===== src/rtl/wqh_pkg.sv =====
// Shared types, codes and sizes for the work queue with undo and history.
`default_nettype none
package wqh_pkg;

  localparam int WORD_W = 32;
  localparam int DEPTH  = 16;
  localparam int IDX_W  = $clog2(DEPTH);
  localparam int CNT_W  = IDX_W + 1;

  localparam logic [CNT_W-1:0] FULL_COUNT = CNT_W'(DEPTH);

  typedef enum logic [2:0] {
    REQ_ENQUEUE      = 3'd0,
    REQ_PROCESS      = 3'd1,
    REQ_UNDO         = 3'd2,
    REQ_CLEAR_HIST   = 3'd3,
    REQ_READ_PENDING = 3'd4,
    REQ_READ_HIST    = 3'd5
  } req_code_t;

  typedef enum logic [1:0] {
    ST_OK     = 2'd0,
    ST_EMPTY  = 2'd1,
    ST_FULL   = 2'd2,
    ST_BADPOS = 2'd3
  } status_code_t;

  typedef struct packed {
    logic [2:0]        req_type;
    logic [WORD_W-1:0] item_word;
    logic [IDX_W-1:0]  position;
  } req_t;

  typedef struct packed {
    logic [1:0]        status;
    logic [WORD_W-1:0] result_word;
    logic [CNT_W-1:0]  pending_total;
    logic [CNT_W-1:0]  undo_total;
    logic [CNT_W-1:0]  history_total;
  } res_t;

  typedef struct packed {
    logic              we;
    logic [IDX_W-1:0]  addr;
    logic [WORD_W-1:0] data;
  } store_wr_t;

endpackage
`default_nettype wire


===== src/rtl/wqh_store.sv =====
// Generic single-port-write RAM with a registered read port.
`default_nettype none
module wqh_store #(
  parameter int WIDTH = 32,
  parameter int DEPTH = 16
) (
  input  wire logic                     clk,
  input  wire logic                     we,
  input  wire logic [$clog2(DEPTH)-1:0] wr_addr,
  input  wire logic [WIDTH-1:0]         wr_data,
  input  wire logic [$clog2(DEPTH)-1:0] rd_addr,
  output logic      [WIDTH-1:0]         rd_data
);

  logic [WIDTH-1:0] mem [DEPTH];

  always_ff @(posedge clk) begin
    if (we) begin
      mem[wr_addr] <= wr_data;
    end
    rd_data <= mem[rd_addr];
  end

endmodule
`default_nettype wire


===== src/rtl/wqh_ctrl.sv =====
// Pointer and count registers plus the per-request decode for all three stores.
`default_nettype none
module wqh_ctrl (
  input  wire logic                        clk,
  input  wire logic                        rst,
  input  wire logic                        req_valid,
  input  wire wqh_pkg::req_t               req,
  input  wire wqh_pkg::req_t               req_in,
  input  wire logic [wqh_pkg::WORD_W-1:0]  pend_rd_data,
  input  wire logic [wqh_pkg::WORD_W-1:0]  undo_rd_data,
  input  wire logic [wqh_pkg::WORD_W-1:0]  hist_rd_data,
  output logic      [wqh_pkg::IDX_W-1:0]   pend_rd_addr,
  output logic      [wqh_pkg::IDX_W-1:0]   undo_rd_addr,
  output logic      [wqh_pkg::IDX_W-1:0]   hist_rd_addr,
  output wqh_pkg::store_wr_t               pend_wr,
  output wqh_pkg::store_wr_t               undo_wr,
  output wqh_pkg::store_wr_t               hist_wr,
  output wqh_pkg::res_t                    res
);

  localparam logic [wqh_pkg::IDX_W-1:0] IDX_ONE = wqh_pkg::IDX_W'(1);
  localparam logic [wqh_pkg::CNT_W-1:0] CNT_ONE = wqh_pkg::CNT_W'(1);

  logic [wqh_pkg::IDX_W-1:0] p_head, p_head_next;
  logic [wqh_pkg::CNT_W-1:0] p_count, p_count_next;
  logic [wqh_pkg::IDX_W-1:0] u_top, u_top_next;
  logic [wqh_pkg::CNT_W-1:0] u_count, u_count_next;
  logic [wqh_pkg::IDX_W-1:0] h_newest, h_newest_next;
  logic [wqh_pkg::CNT_W-1:0] h_count, h_count_next;

  logic [wqh_pkg::IDX_W-1:0]  p_tail;
  logic [wqh_pkg::CNT_W-1:0]  pos_ext;
  logic [1:0]                 status;
  logic [wqh_pkg::WORD_W-1:0] word;

  logic                       pend_byp, undo_byp, hist_byp;
  logic [wqh_pkg::WORD_W-1:0] pend_byp_data, undo_byp_data, hist_byp_data;
  logic [wqh_pkg::WORD_W-1:0] pend_word, undo_word, hist_word;

  // stores are read at the edge that registers the request, using the pointers
  // left by the request ahead of it; a write at that same edge is forwarded
  assign pend_word = pend_byp ? pend_byp_data : pend_rd_data;
  assign undo_word = undo_byp ? undo_byp_data : undo_rd_data;
  assign hist_word = hist_byp ? hist_byp_data : hist_rd_data;

  assign p_tail       = p_head + p_count[wqh_pkg::IDX_W-1:0];
  assign pos_ext      = {1'b0, req.position};
  assign pend_rd_addr = (req_in.req_type == wqh_pkg::REQ_PROCESS) ? p_head_next
                                                                  : p_head_next + req_in.position;
  assign undo_rd_addr = u_top_next;
  assign hist_rd_addr = h_newest_next - req_in.position;

  always_comb begin
    p_head_next   = p_head;
    p_count_next  = p_count;
    u_top_next    = u_top;
    u_count_next  = u_count;
    h_newest_next = h_newest;
    h_count_next  = h_count;
    status        = wqh_pkg::ST_OK;
    word          = '0;
    pend_wr       = '{we: 1'b0, addr: p_tail, data: req.item_word};
    undo_wr       = '{we: 1'b0, addr: u_top + IDX_ONE, data: pend_word};
    hist_wr       = '{we: 1'b0, addr: h_newest + IDX_ONE, data: pend_word};
    if (req_valid) begin
      case (req.req_type)
        wqh_pkg::REQ_ENQUEUE: begin
          if (p_count == wqh_pkg::FULL_COUNT) begin
            status = wqh_pkg::ST_FULL;
          end else begin
            pend_wr.we   = 1'b1;
            p_count_next = p_count + CNT_ONE;
          end
        end
        wqh_pkg::REQ_PROCESS: begin
          if (p_count == '0) begin
            status = wqh_pkg::ST_EMPTY;
          end else begin
            word          = pend_word;
            p_head_next   = p_head + IDX_ONE;
            p_count_next  = p_count - CNT_ONE;
            undo_wr.we    = 1'b1;
            u_top_next    = u_top + IDX_ONE;
            hist_wr.we    = 1'b1;
            h_newest_next = h_newest + IDX_ONE;
            if (u_count != wqh_pkg::FULL_COUNT) begin
              u_count_next = u_count + CNT_ONE;
            end
            if (h_count != wqh_pkg::FULL_COUNT) begin
              h_count_next = h_count + CNT_ONE;
            end
          end
        end
        wqh_pkg::REQ_UNDO: begin
          if (u_count == '0) begin
            status = wqh_pkg::ST_EMPTY;
          end else if (p_count == wqh_pkg::FULL_COUNT) begin
            status = wqh_pkg::ST_FULL;
          end else begin
            word         = undo_word;
            pend_wr.we   = 1'b1;
            pend_wr.data = undo_word;
            p_count_next = p_count + CNT_ONE;
            u_top_next   = u_top - IDX_ONE;
            u_count_next = u_count - CNT_ONE;
          end
        end
        wqh_pkg::REQ_CLEAR_HIST: begin
          if (h_count == '0) begin
            status = wqh_pkg::ST_EMPTY;
          end
          h_count_next = '0;
        end
        wqh_pkg::REQ_READ_PENDING: begin
          if (p_count == '0) begin
            status = wqh_pkg::ST_EMPTY;
          end else if (pos_ext >= p_count) begin
            status = wqh_pkg::ST_BADPOS;
          end else begin
            word = pend_word;
          end
        end
        wqh_pkg::REQ_READ_HIST: begin
          if (h_count == '0) begin
            status = wqh_pkg::ST_EMPTY;
          end else if (pos_ext >= h_count) begin
            status = wqh_pkg::ST_BADPOS;
          end else begin
            word = hist_word;
          end
        end
        default: begin
        end
      endcase
    end
  end

  always_comb begin
    res.status        = status;
    res.result_word   = word;
    res.pending_total = p_count_next;
    res.undo_total    = u_count_next;
    res.history_total = h_count_next;
  end

  always_ff @(posedge clk) begin
    pend_byp      <= pend_wr.we && (pend_wr.addr == pend_rd_addr);
    pend_byp_data <= pend_wr.data;
    undo_byp      <= undo_wr.we && (undo_wr.addr == undo_rd_addr);
    undo_byp_data <= undo_wr.data;
    hist_byp      <= hist_wr.we && (hist_wr.addr == hist_rd_addr);
    hist_byp_data <= hist_wr.data;
  end

  always_ff @(posedge clk) begin
    if (rst) begin
      p_head   <= '0;
      p_count  <= '0;
      u_top    <= '0;
      u_count  <= '0;
      h_newest <= '0;
      h_count  <= '0;
    end else begin
      p_head   <= p_head_next;
      p_count  <= p_count_next;
      u_top    <= u_top_next;
      u_count  <= u_count_next;
      h_newest <= h_newest_next;
      h_count  <= h_count_next;
    end
  end

endmodule
`default_nettype wire


===== src/rtl/work_queue_with_undo_and_history.sv =====
// Top level: request register, control, three ring stores and result register.
//
// Usage:
//   A request (type, word, position) is taken at a rising edge where start is
//   high and busy is low. busy is always low: a request may be issued in every
//   cycle, so the sustained rate is one request per clock.
//   Each request produces exactly one result. done is high for one cycle while
//   result holds status, the word read, processed or undone, and the three
//   occupancy counts after the request.
//   A request is registered, and its store words read, at the edge that takes
//   it; the control then decodes it and the result register captures its
//   result as done is set.
//   Back-to-back requests see each other's effects in order: store reads use
//   the pointers left by the request ahead, and a word written at the same
//   edge is forwarded.
//   The receiver cannot stall; results are never held or dropped.
//   Reset (rst, synchronous, active high) clears all pointers and counts and
//   drops any request in flight. Store contents are not cleared; the counts
//   keep reads away from entries never written.
`default_nettype none
module work_queue_with_undo_and_history (
  input  wire logic          clk,
  input  wire logic          rst,
  input  wire logic          start,
  output logic               busy,
  input  wire wqh_pkg::req_t request,
  output logic               done,
  output wqh_pkg::res_t      result
);

  logic          req_valid;
  wqh_pkg::req_t req;
  wqh_pkg::res_t res_next;

  logic [wqh_pkg::IDX_W-1:0]  pend_rd_addr, undo_rd_addr, hist_rd_addr;
  logic [wqh_pkg::WORD_W-1:0] pend_rd_data, undo_rd_data, hist_rd_data;
  wqh_pkg::store_wr_t         pend_wr, undo_wr, hist_wr;

  // every request completes in a single pass
  assign busy = 1'b0;

  always_ff @(posedge clk) begin
    if (rst) begin
      req_valid <= 1'b0;
      done      <= 1'b0;
    end else begin
      req_valid <= start && !busy;
      done      <= req_valid;
    end
  end

  always_ff @(posedge clk) begin
    req    <= request;
    result <= res_next;
  end

  wqh_ctrl u_ctrl (
    .clk          (clk),
    .rst          (rst),
    .req_valid    (req_valid),
    .req          (req),
    .req_in       (request),
    .pend_rd_data (pend_rd_data),
    .undo_rd_data (undo_rd_data),
    .hist_rd_data (hist_rd_data),
    .pend_rd_addr (pend_rd_addr),
    .undo_rd_addr (undo_rd_addr),
    .hist_rd_addr (hist_rd_addr),
    .pend_wr      (pend_wr),
    .undo_wr      (undo_wr),
    .hist_wr      (hist_wr),
    .res          (res_next)
  );

  wqh_store #(
    .WIDTH (wqh_pkg::WORD_W),
    .DEPTH (wqh_pkg::DEPTH)
  ) u_pend (
    .clk     (clk),
    .we      (pend_wr.we),
    .wr_addr (pend_wr.addr),
    .wr_data (pend_wr.data),
    .rd_addr (pend_rd_addr),
    .rd_data (pend_rd_data)
  );

  wqh_store #(
    .WIDTH (wqh_pkg::WORD_W),
    .DEPTH (wqh_pkg::DEPTH)
  ) u_undo (
    .clk     (clk),
    .we      (undo_wr.we),
    .wr_addr (undo_wr.addr),
    .wr_data (undo_wr.data),
    .rd_addr (undo_rd_addr),
    .rd_data (undo_rd_data)
  );

  wqh_store #(
    .WIDTH (wqh_pkg::WORD_W),
    .DEPTH (wqh_pkg::DEPTH)
  ) u_hist (
    .clk     (clk),
    .we      (hist_wr.we),
    .wr_addr (hist_wr.addr),
    .wr_data (hist_wr.data),
    .rd_addr (hist_rd_addr),
    .rd_data (hist_rd_data)
  );

endmodule
`default_nettype wire


===== config.mk =====
export PLATFORM = sky130hd
export DESIGN_NAME = work_queue_with_undo_and_history
export DESIGN_NICKNAME = d
export VERILOG_FILES = /design/src/rtl/wqh_pkg.sv /design/src/rtl/wqh_store.sv /design/src/rtl/wqh_ctrl.sv /design/src/rtl/work_queue_with_undo_and_history.sv
export SDC_FILE = /design/constraint.sdc
export NUM_CORES = 2
export LEC_CHECK = 0
export BUFFER_PORTS_ARGS = -buffer_cell sky130_fd_sc_hd__buf_2
export CORE_MARGIN = 3
export CORE_UTILIZATION = 65
export DETAILED_ROUTE_END_ITERATION = 8
export PLACE_DENSITY = 0.92
export SLEW_MARGIN = 20
export SYNTH_ARGS = -nofsm -noshare
export SYNTH_HDL_FRONTEND = slang
export SYNTH_HIERARCHICAL = 1
export SYNTH_SLANG_ARGS = --single-unit

===== constraint.sdc =====
create_clock -name clk -period 9.5 [get_ports clk]
set_input_delay 1.9 -clock clk [delete_from_list [all_inputs] [get_ports clk]]
set_output_delay 1.9 -clock clk [all_outputs]
set_load 0.03 [all_outputs]

# Word level (Yosys, flattened, before mapping)
# Memories as Yosys holds them, arrays and structs flattened. A register that Yosys moved wholly into a read port is not among the register bits.
# Index checks and enable logic that the tools add are counted.
# W data, S select, Z words.
[classes]
n_addsub = 12
order_cmp = 2
eq_ne = 12
muxes = 62
n_reduce_logical = 7
[op_table]
columns = ["cell", "n"]
rows = [
  ["$mux W32", 14],
  ["$pmux W32 S4", 1],
  ["$mux W5", 12],
  ["$mux W4", 11],
  ["$pmux W5 S2", 2],
  ["$add A5 B1 Y5 const B", 3],
  ["$logic_not A5 Y1", 3],
  ["$pmux W5 S3", 1],
  ["$add A4 B1 Y4 const B", 3],
  ["$eq A4 B4 Y1", 3],
  ["$mux W1", 12],
  ["$mux W2", 6],
  ["$pmux W2 S6", 1],
  ["$ge A4 B5 Y1", 2],
  ["$ne A5 B5 Y1 const B", 2],
  ["$sub A5 B1 Y5 const B", 2],
  ["$add A4 B4 Y4", 2],
  ["$pmux W4 S2", 1],
  ["$eq A3 B1 Y1 const B", 2],
  ["$eq A3 B2 Y1 const B", 2],
  ["$eq A3 B3 Y1 const B", 2],
  ["$eq A5 B5 Y1 const B", 1],
  ["$sub A4 B1 Y4 const B", 1],
  ["$sub A4 B4 Y4", 1],
  ["3 further kinds", 5],
]
[totals]
reg_bits = 184
ramBits = 1536
inputBits = 42
n_memories = 3
[mem_list]
columns = ["name", "depth", "word_bits", "rd", "rd_ports_with_merged_regs", "write_ports", "line_no", "rtl"]
rows = [
  ["u_hist.mem", 16, 32, 1, 1, 1, "wqh_store.sv:15", "logic [WIDTH-1:0] mem [DEPTH];"],
  ["u_pend.mem", 16, 32, 1, 1, 1, "wqh_store.sv:15", ""],
  ["u_undo.mem", 16, 32, 1, 1, 1, "wqh_store.sv:15", ""],
]

# Longest topological paths before layout
[logic_depth]
depth_word = 8
ltp_mapped = 18

# Cells and area by module
# Netlist, hierarchy kept.
[by_module_without_submodules]
columns = ["mod", "instances", "cells_per_inst", "area_per_inst_um2", "seq_area_each_um2"]
rows = [
  ["wqh_store at u_hist ...", 2, 838, 19835.3, 16015.4],
  ["wqh_store at u_undo", 1, 838, 19854.0, 16015.4],
  ["wqh_ctrl", 1, 743, 6384.9, 1881.8],
  ["work_queue_with_undo_and_history", 1, 94, 1825.5, 1801.7],
]

# Worst setup path before layout
# No wires, ideal clock.
[synth_timing]
kind = "register to register"
start = "reg u_ctrl/u_count[0] in the netlist's numbering"
end = "mem u_pend.mem[0][0] (enable)"
setup_ns = 0.461
t_arrival_ns = 4.276
t_required_ns = 9.039
slack_ns = 4.763
stages_incl_launch_ff = 10
path_buffers = 0
cell_sequence = "dfxtp_1 > inv_1 > ha_1 > nor4b_4 > a21oi_1 > nor2b_1 > nand2_1 > inv_1 > or3b_2 > nor3_1"
[synth_lines]
columns = ["item", "line_no", "rtl"]
rows = [
  ["start, declared", "wqh_ctrl.sv:27", "logic [wqh_pkg::CNT_W-1:0] u_count, u_count_next;"],
  ["start signal, assigned", "wqh_ctrl.sv:167", "u_count <= u_count_next;"],
  ["end, declared", "wqh_store.sv:15", ""],
]

# Worst setup path in the final report
[layout_timing]
start = "reg u_ctrl/p_count[1] in the netlist's numbering"
end = "reg u_pend.rd_data[20] (read register of u_pend.mem)"
[layout_via]
elab_chain_cells = 6
[layout_lines]
columns = ["item", "line_no", "rtl"]
rows = [
  ["start, declared", "wqh_ctrl.sv:25", "logic [wqh_pkg::CNT_W-1:0] p_count, p_count_next;"],
  ["start signal, assigned", "wqh_ctrl.sv:165", "p_count <= p_count_next;"],
  ["$logic_not A5 Y1 *", "wqh_ctrl.sv:76", "if (p_count == '0) begin"],
  ["$mux W4 *", "wqh_ctrl.sv:76", ""],
  ["$mux W4 *", "wqh_ctrl.sv:66", "case (req.req_type)"],
  ["$mux W4 *", "wqh_ctrl.sv:65", "if (req_valid) begin"],
  ["$add A4 B4 Y4", "wqh_ctrl.sv:49", ": p_head_next + req_in.position;"],
  ["$mux W4 *", "wqh_ctrl.sv:48", "assign pend_rd_addr = (req_in.req_type == wqh_pkg::REQ_PROCESS) ? p_head_next"],
  ["via pend_rd_addr (one bit)", "work_queue_with_undo_and_history.sv:35", "logic [wqh_pkg::IDX_W-1:0] pend_rd_addr, undo_rd_addr, hist_rd_addr;"],
  ["end, declared", "wqh_store.sv:12", "output logic [WIDTH-1:0] rd_data"],
]
# The timed path passes the listed nets; every way through them passes the cells marked *.
# A chain may end at the register's enable or synchronous reset.

==> qor_table.md <==
| Group | Item | This run |
| --- | --- | --- |
| final layout | Area delta synth->final | 11.5% |
| logic synthesis | Nets in the synthesized netlist | 3425 |
| floorplanning | Die extent in x | 329 um |
| route | Via density | 7.37 |
| logic synthesis | Post-synth top flop | edfxtp_1 |
| logic synthesis | Synth top area share | 68.1% |
| placed design | Placed cell count | 4684 |
| worst setup path | Slowest cell on the critical path | buf_4 |
| logic synthesis | Leading cell types by total area after synthesis | edfxtp_1 (68%), mux4_2 (13%), dfxtp_1 (8.3%) |
| logic synthesis | Avg Synthesized Cell Area | 20.2 um^2 |
| sta | Fin crit share | 62.2% |
| logic synthesis | Cell variety after synth | 74 |
| clock tree | Number of hold buffers added after cts | 0 |
| min path | Worst Hold Path EP | result[3] |
| logic synthesis | Area of the mapped netlist | 67700 um^2 |
| sta | Peak Freq | 169 MHz |
| clock tree | Root Driver | clkbuf_16 |
| worst setup path | CP startpoint kind | flop |
| floorplanning | Site row count | 117 |
| worst setup path | Register-to-register setup slack | 3590 ps |
| worst setup path | Largest fanout on the critical path | 68 |
| floorplanning | Starting density of the core | 66.0% |
| sta | Final critical path time including I/O delays and setup | 5910 ps |
| worst setup path | Largest stage delay, worst path | 940 ps |
| worst setup path | Arrival time at the worst endpoint | 6570 ps |
| worst setup path | Startpoint-to-endpoint class of the critical path | reg2reg |
| clock tree | Clock latency at the later pin of the worst-skew pair | 810 ps |
| worst setup path | Endpoint type of the worst setup path | flop |
| sta | Worst setup margin | 3590 ps |
| worst setup path | CP cell instances | inv_1, ha_1, or4b_4, nand2_1, mux2i_1, fa_1, mux2i_4, buf_4, buf_4, mux4_2, a22oi_1, nand2_1 |
| sta | Final number of hold-violating endpoints | 0 |
| final layout | Number of fill cells in the layout | 4991 |
| sta | Post-Route Skew | 42.9 ps |
| clock tree | Clock tree from TritonCTS | done |
| placed design | DP Wirelength | 91.3 mm |
| global route | Pin count of the biggest net entering global routing | 128 |
| final layout | Layout net count | 3560 |
| route | Remaining DRCs | 0 |
| placed design | Setup slack after placement | 3840 ps |
| power | Cell area power density | 221 nW/um^2 |
| global route | Number of global-route vias before repair | 38300 |
| clock tree | Post-CTS Repair Setup Buffers | 0 |
| route | Drt first pass iters | 6 |
| final layout | Layout Cells excl Fill | 4996 |
| worst setup path | Number of cells on the worst reg-to-reg path | 12 |
| power | Max VDD drop | 170 uV |
| worst setup path | Beginning of the worst register-to-register path | u_ctrl/p_count[1] |
| power | Static leakage | 24.6 nW |
| logic synthesis | Post-synth EDFFs | 1536 |
| sta | Slew at the pin with the worst max-slew slack | 1230 ps |
| floorplanning | Die outline area | 108000 um^2 |
| global route | Wire length of the first global-routing pass | 268 mm |
| placed design | Weighted congestion at the end of routability-driven global placement | 0.835 |
| logic synthesis | Post-synth top area cell | edfxtp_1 |
| global route | Overall fraction of global-route tracks in use | 35.2% |
| clock tree | Maximum level of the CTS H-tree | 4 |
| clock tree | Clock Sinks | 1816 |
| route | Routed wire length per instance | 37.3 um |
| route | Overall via count from detail_route | 36800 |
| sta | Setup repair after global routing missed its margin | false |
| final layout | Layout cell share with drive strength beyond 1 | 26.3% |
| sta | Relative slew slack | 17.8% |
| logic synthesis | Sequential area share after synthesis | 76.4% |
| sta | Fin. max-slew vios | 0 |
| floorplanning | Core Footprint | 103000 um^2 |
| min path | Worst Hold Depth | 2 |
| min path | Worst Hold Launch | u_ctrl/h_count[3] |
| route | Number of DRC violations after detailed-routing iteration 0 | 6342 |
| logic synthesis | Async set or reset register ratio after synthesis | 0% |
| floorplanning | Number of I/O pins | 93 |
| worst setup path | Required time of the critical path | 10150 ps |
| final layout | Post-route design area | 75500 um^2 |
| placed design | DP Area | 70000 um^2 |
| route | Number of nets still failing antenna checks after routing | 0 |
| logic synthesis | Cells after Synth | 3351 |
| logic synthesis | #FFs+latches synth | 1816 |
| min path | Class of the most critical hold timing path | reg2reg |
| clock tree | CTS max path bufs | 3 |
| route | Wirelength, routed | 186 mm |
| floorplanning | Die outline height | 329 um |
| sta | Total Neg Setup Slack | 0 ps |
| run status | Run status | finished clean |
| global route | Initial antenna violation count | 5 |
| sta | Number of failing setup endpoints in the final timing report | 0 |
| clock tree | Number of CTS-inserted buffers | 166 |
| worst setup path | Capturing point of the worst reg2reg path | u_pend/rd_data[20] |
| clock tree | Clk slew on worst S/H paths | 70 ps |
| job | Max capacitance violation total | 0 |
| logic synthesis | Count of synthesis-stage warnings from yosys | 6 |
| clock tree | Post-CTS Resized | 0 |
| placed design | Port Buffer Count | 91 |
| global route | Remaining global-route overflow | 0 |
==> worst max-delay path by stage <==
stage | startpoint | to | slack [ps] | depth (start not counted)
global route | u_ctrl/p_count[1] | u_pend/rd_data[20] | 3460 | 12
CTS | u_ctrl/p_count[1] | u_pend/rd_data[14] | 3730 | 12
finish | u_ctrl/p_count[1] | u_pend/rd_data[20] | 3590 | 12
floorplan | u_ctrl/u_count[0] | u_pend/mem[0][0] | 4760 | 9
global placement | request[37] | u_pend/rd_data[27] | 4000 | 8
detailed placement | request[37] | u_pend/rd_data[17] | 3840 | 8
==> layout by cell type, fill, tap and decap left out, types with 24 or more instances in the layout <==
master     instances
clkbuf_1          54
buf_2             91
mux2_2            64
nor2b_1           25
clkinv_2          24
mux4_2           384
edfxtp_1        1536
nor2_4            39
dfxtp_1          277
mux2i_1           39
nand2_1          256
ha_1              29
a22oi_1          194
o221ai_1          34
buf_4             76
inv_1             28
clkbuf_16        171
==> cells by family (layout without fill, tap and decap cells) <==
group           after synthesis  after routing  synth area share, %
mux                         488            488                 14.4
xor+xnor                     29             29                0.386
compound gates              307            307                 3.35
buf+inv                     237            513                 1.77
other cells                   1              2              0.00554
simple gates                441            441                 3.07
fa+ha+maj                    32             32                0.624
flops                      1816           1816                 76.4
==> synth_stat cells, types with 3 or more instances <==
cell type and instances:
nor3_1 20, buf_2 24, o21ai_0 16, dfxtp_1 280, buf_1 32, xor2_1 9
a22oi_1 194, edfxtp_1 1536, nand2b_1 14, nand3b_1 6, mux2_2 64, fa_1 3
o31ai_1 3, o221ai_1 34, a21o_1 6, mux2i_1 40, and2_1 6, or3b_2 4
clkbuf_1 81, buf_6 6, buf_4 63, nor2_1 57, nor2b_1 31, or3_1 4
xnor2_1 19, o21a_1 3, ha_1 29, a31oi_1 4, inv_1 30, nand2_1 256
nand4_1 6, nand3_1 13, a21oi_1 24, mux4_2 384
==> state kept, by name, indices dropped and copies added, names as in the netlist, 39 cells and up <==
register,flops
u_hist/mem,512
u_pend/mem,512
u_undo/mem,512
result,49
req,39
==> per-stage QoR <==
stage               utilization [%]  power [mW]  hold WS (ps)
floorplan                         -        9.65           432
global placement               68.1        9.88           558
detailed placement             68.2        9.94           567
CTS                            73.5        16.7           580
global route                   73.6        17.0           631
finish                         73.6        16.7           585
==> cell type report <==
cell class	count	area (um^2)	share of cell area, %
Inverter	31	126	0.167
Tap cell	1368	1710	2.27
Antenna cell	1	2.50	0.00331
Timing Repair Buffer	173	1180	1.56
Clock buffer	242	4710	6.24
Sequential cell	1816	51700	68.5
Clock inverter	67	763	1.01
Multi-Input combinational cell	1298	15300	20.2
==> critical path: cells and delay by family (launching register included) <==
family          cells  cell delay (ps)
buf+inv             3             1870
fa+ha+maj           2              860
mux                 3             1340
simple gates        3              940
compound gates      1              260
flops               1              400
==> metal layers <==
layer / global-route usage (%) / routed length (um) / part of all wire (%) / vias to the layer above
li1: - / - / - / 13800
met1: 44.6 / 57300 / 31 / 18300
met2: 55.3 / 89600 / 48 / 3793
met3: 9.03 / 25900 / 14 / 867
met4: 21.6 / 13200 / 7.1 / 2
met5: 0 / 13 / 0.0070 / -
==> power breakdown <==
group          switching (mW)  internal [mW]  leakage (nW)
logic                   0.590          0.282          5.71
clock network            3.02           3.84          2.66
registers              0.0788           8.87          16.2
Note: power is estimated with default switching activity, not from simulation.
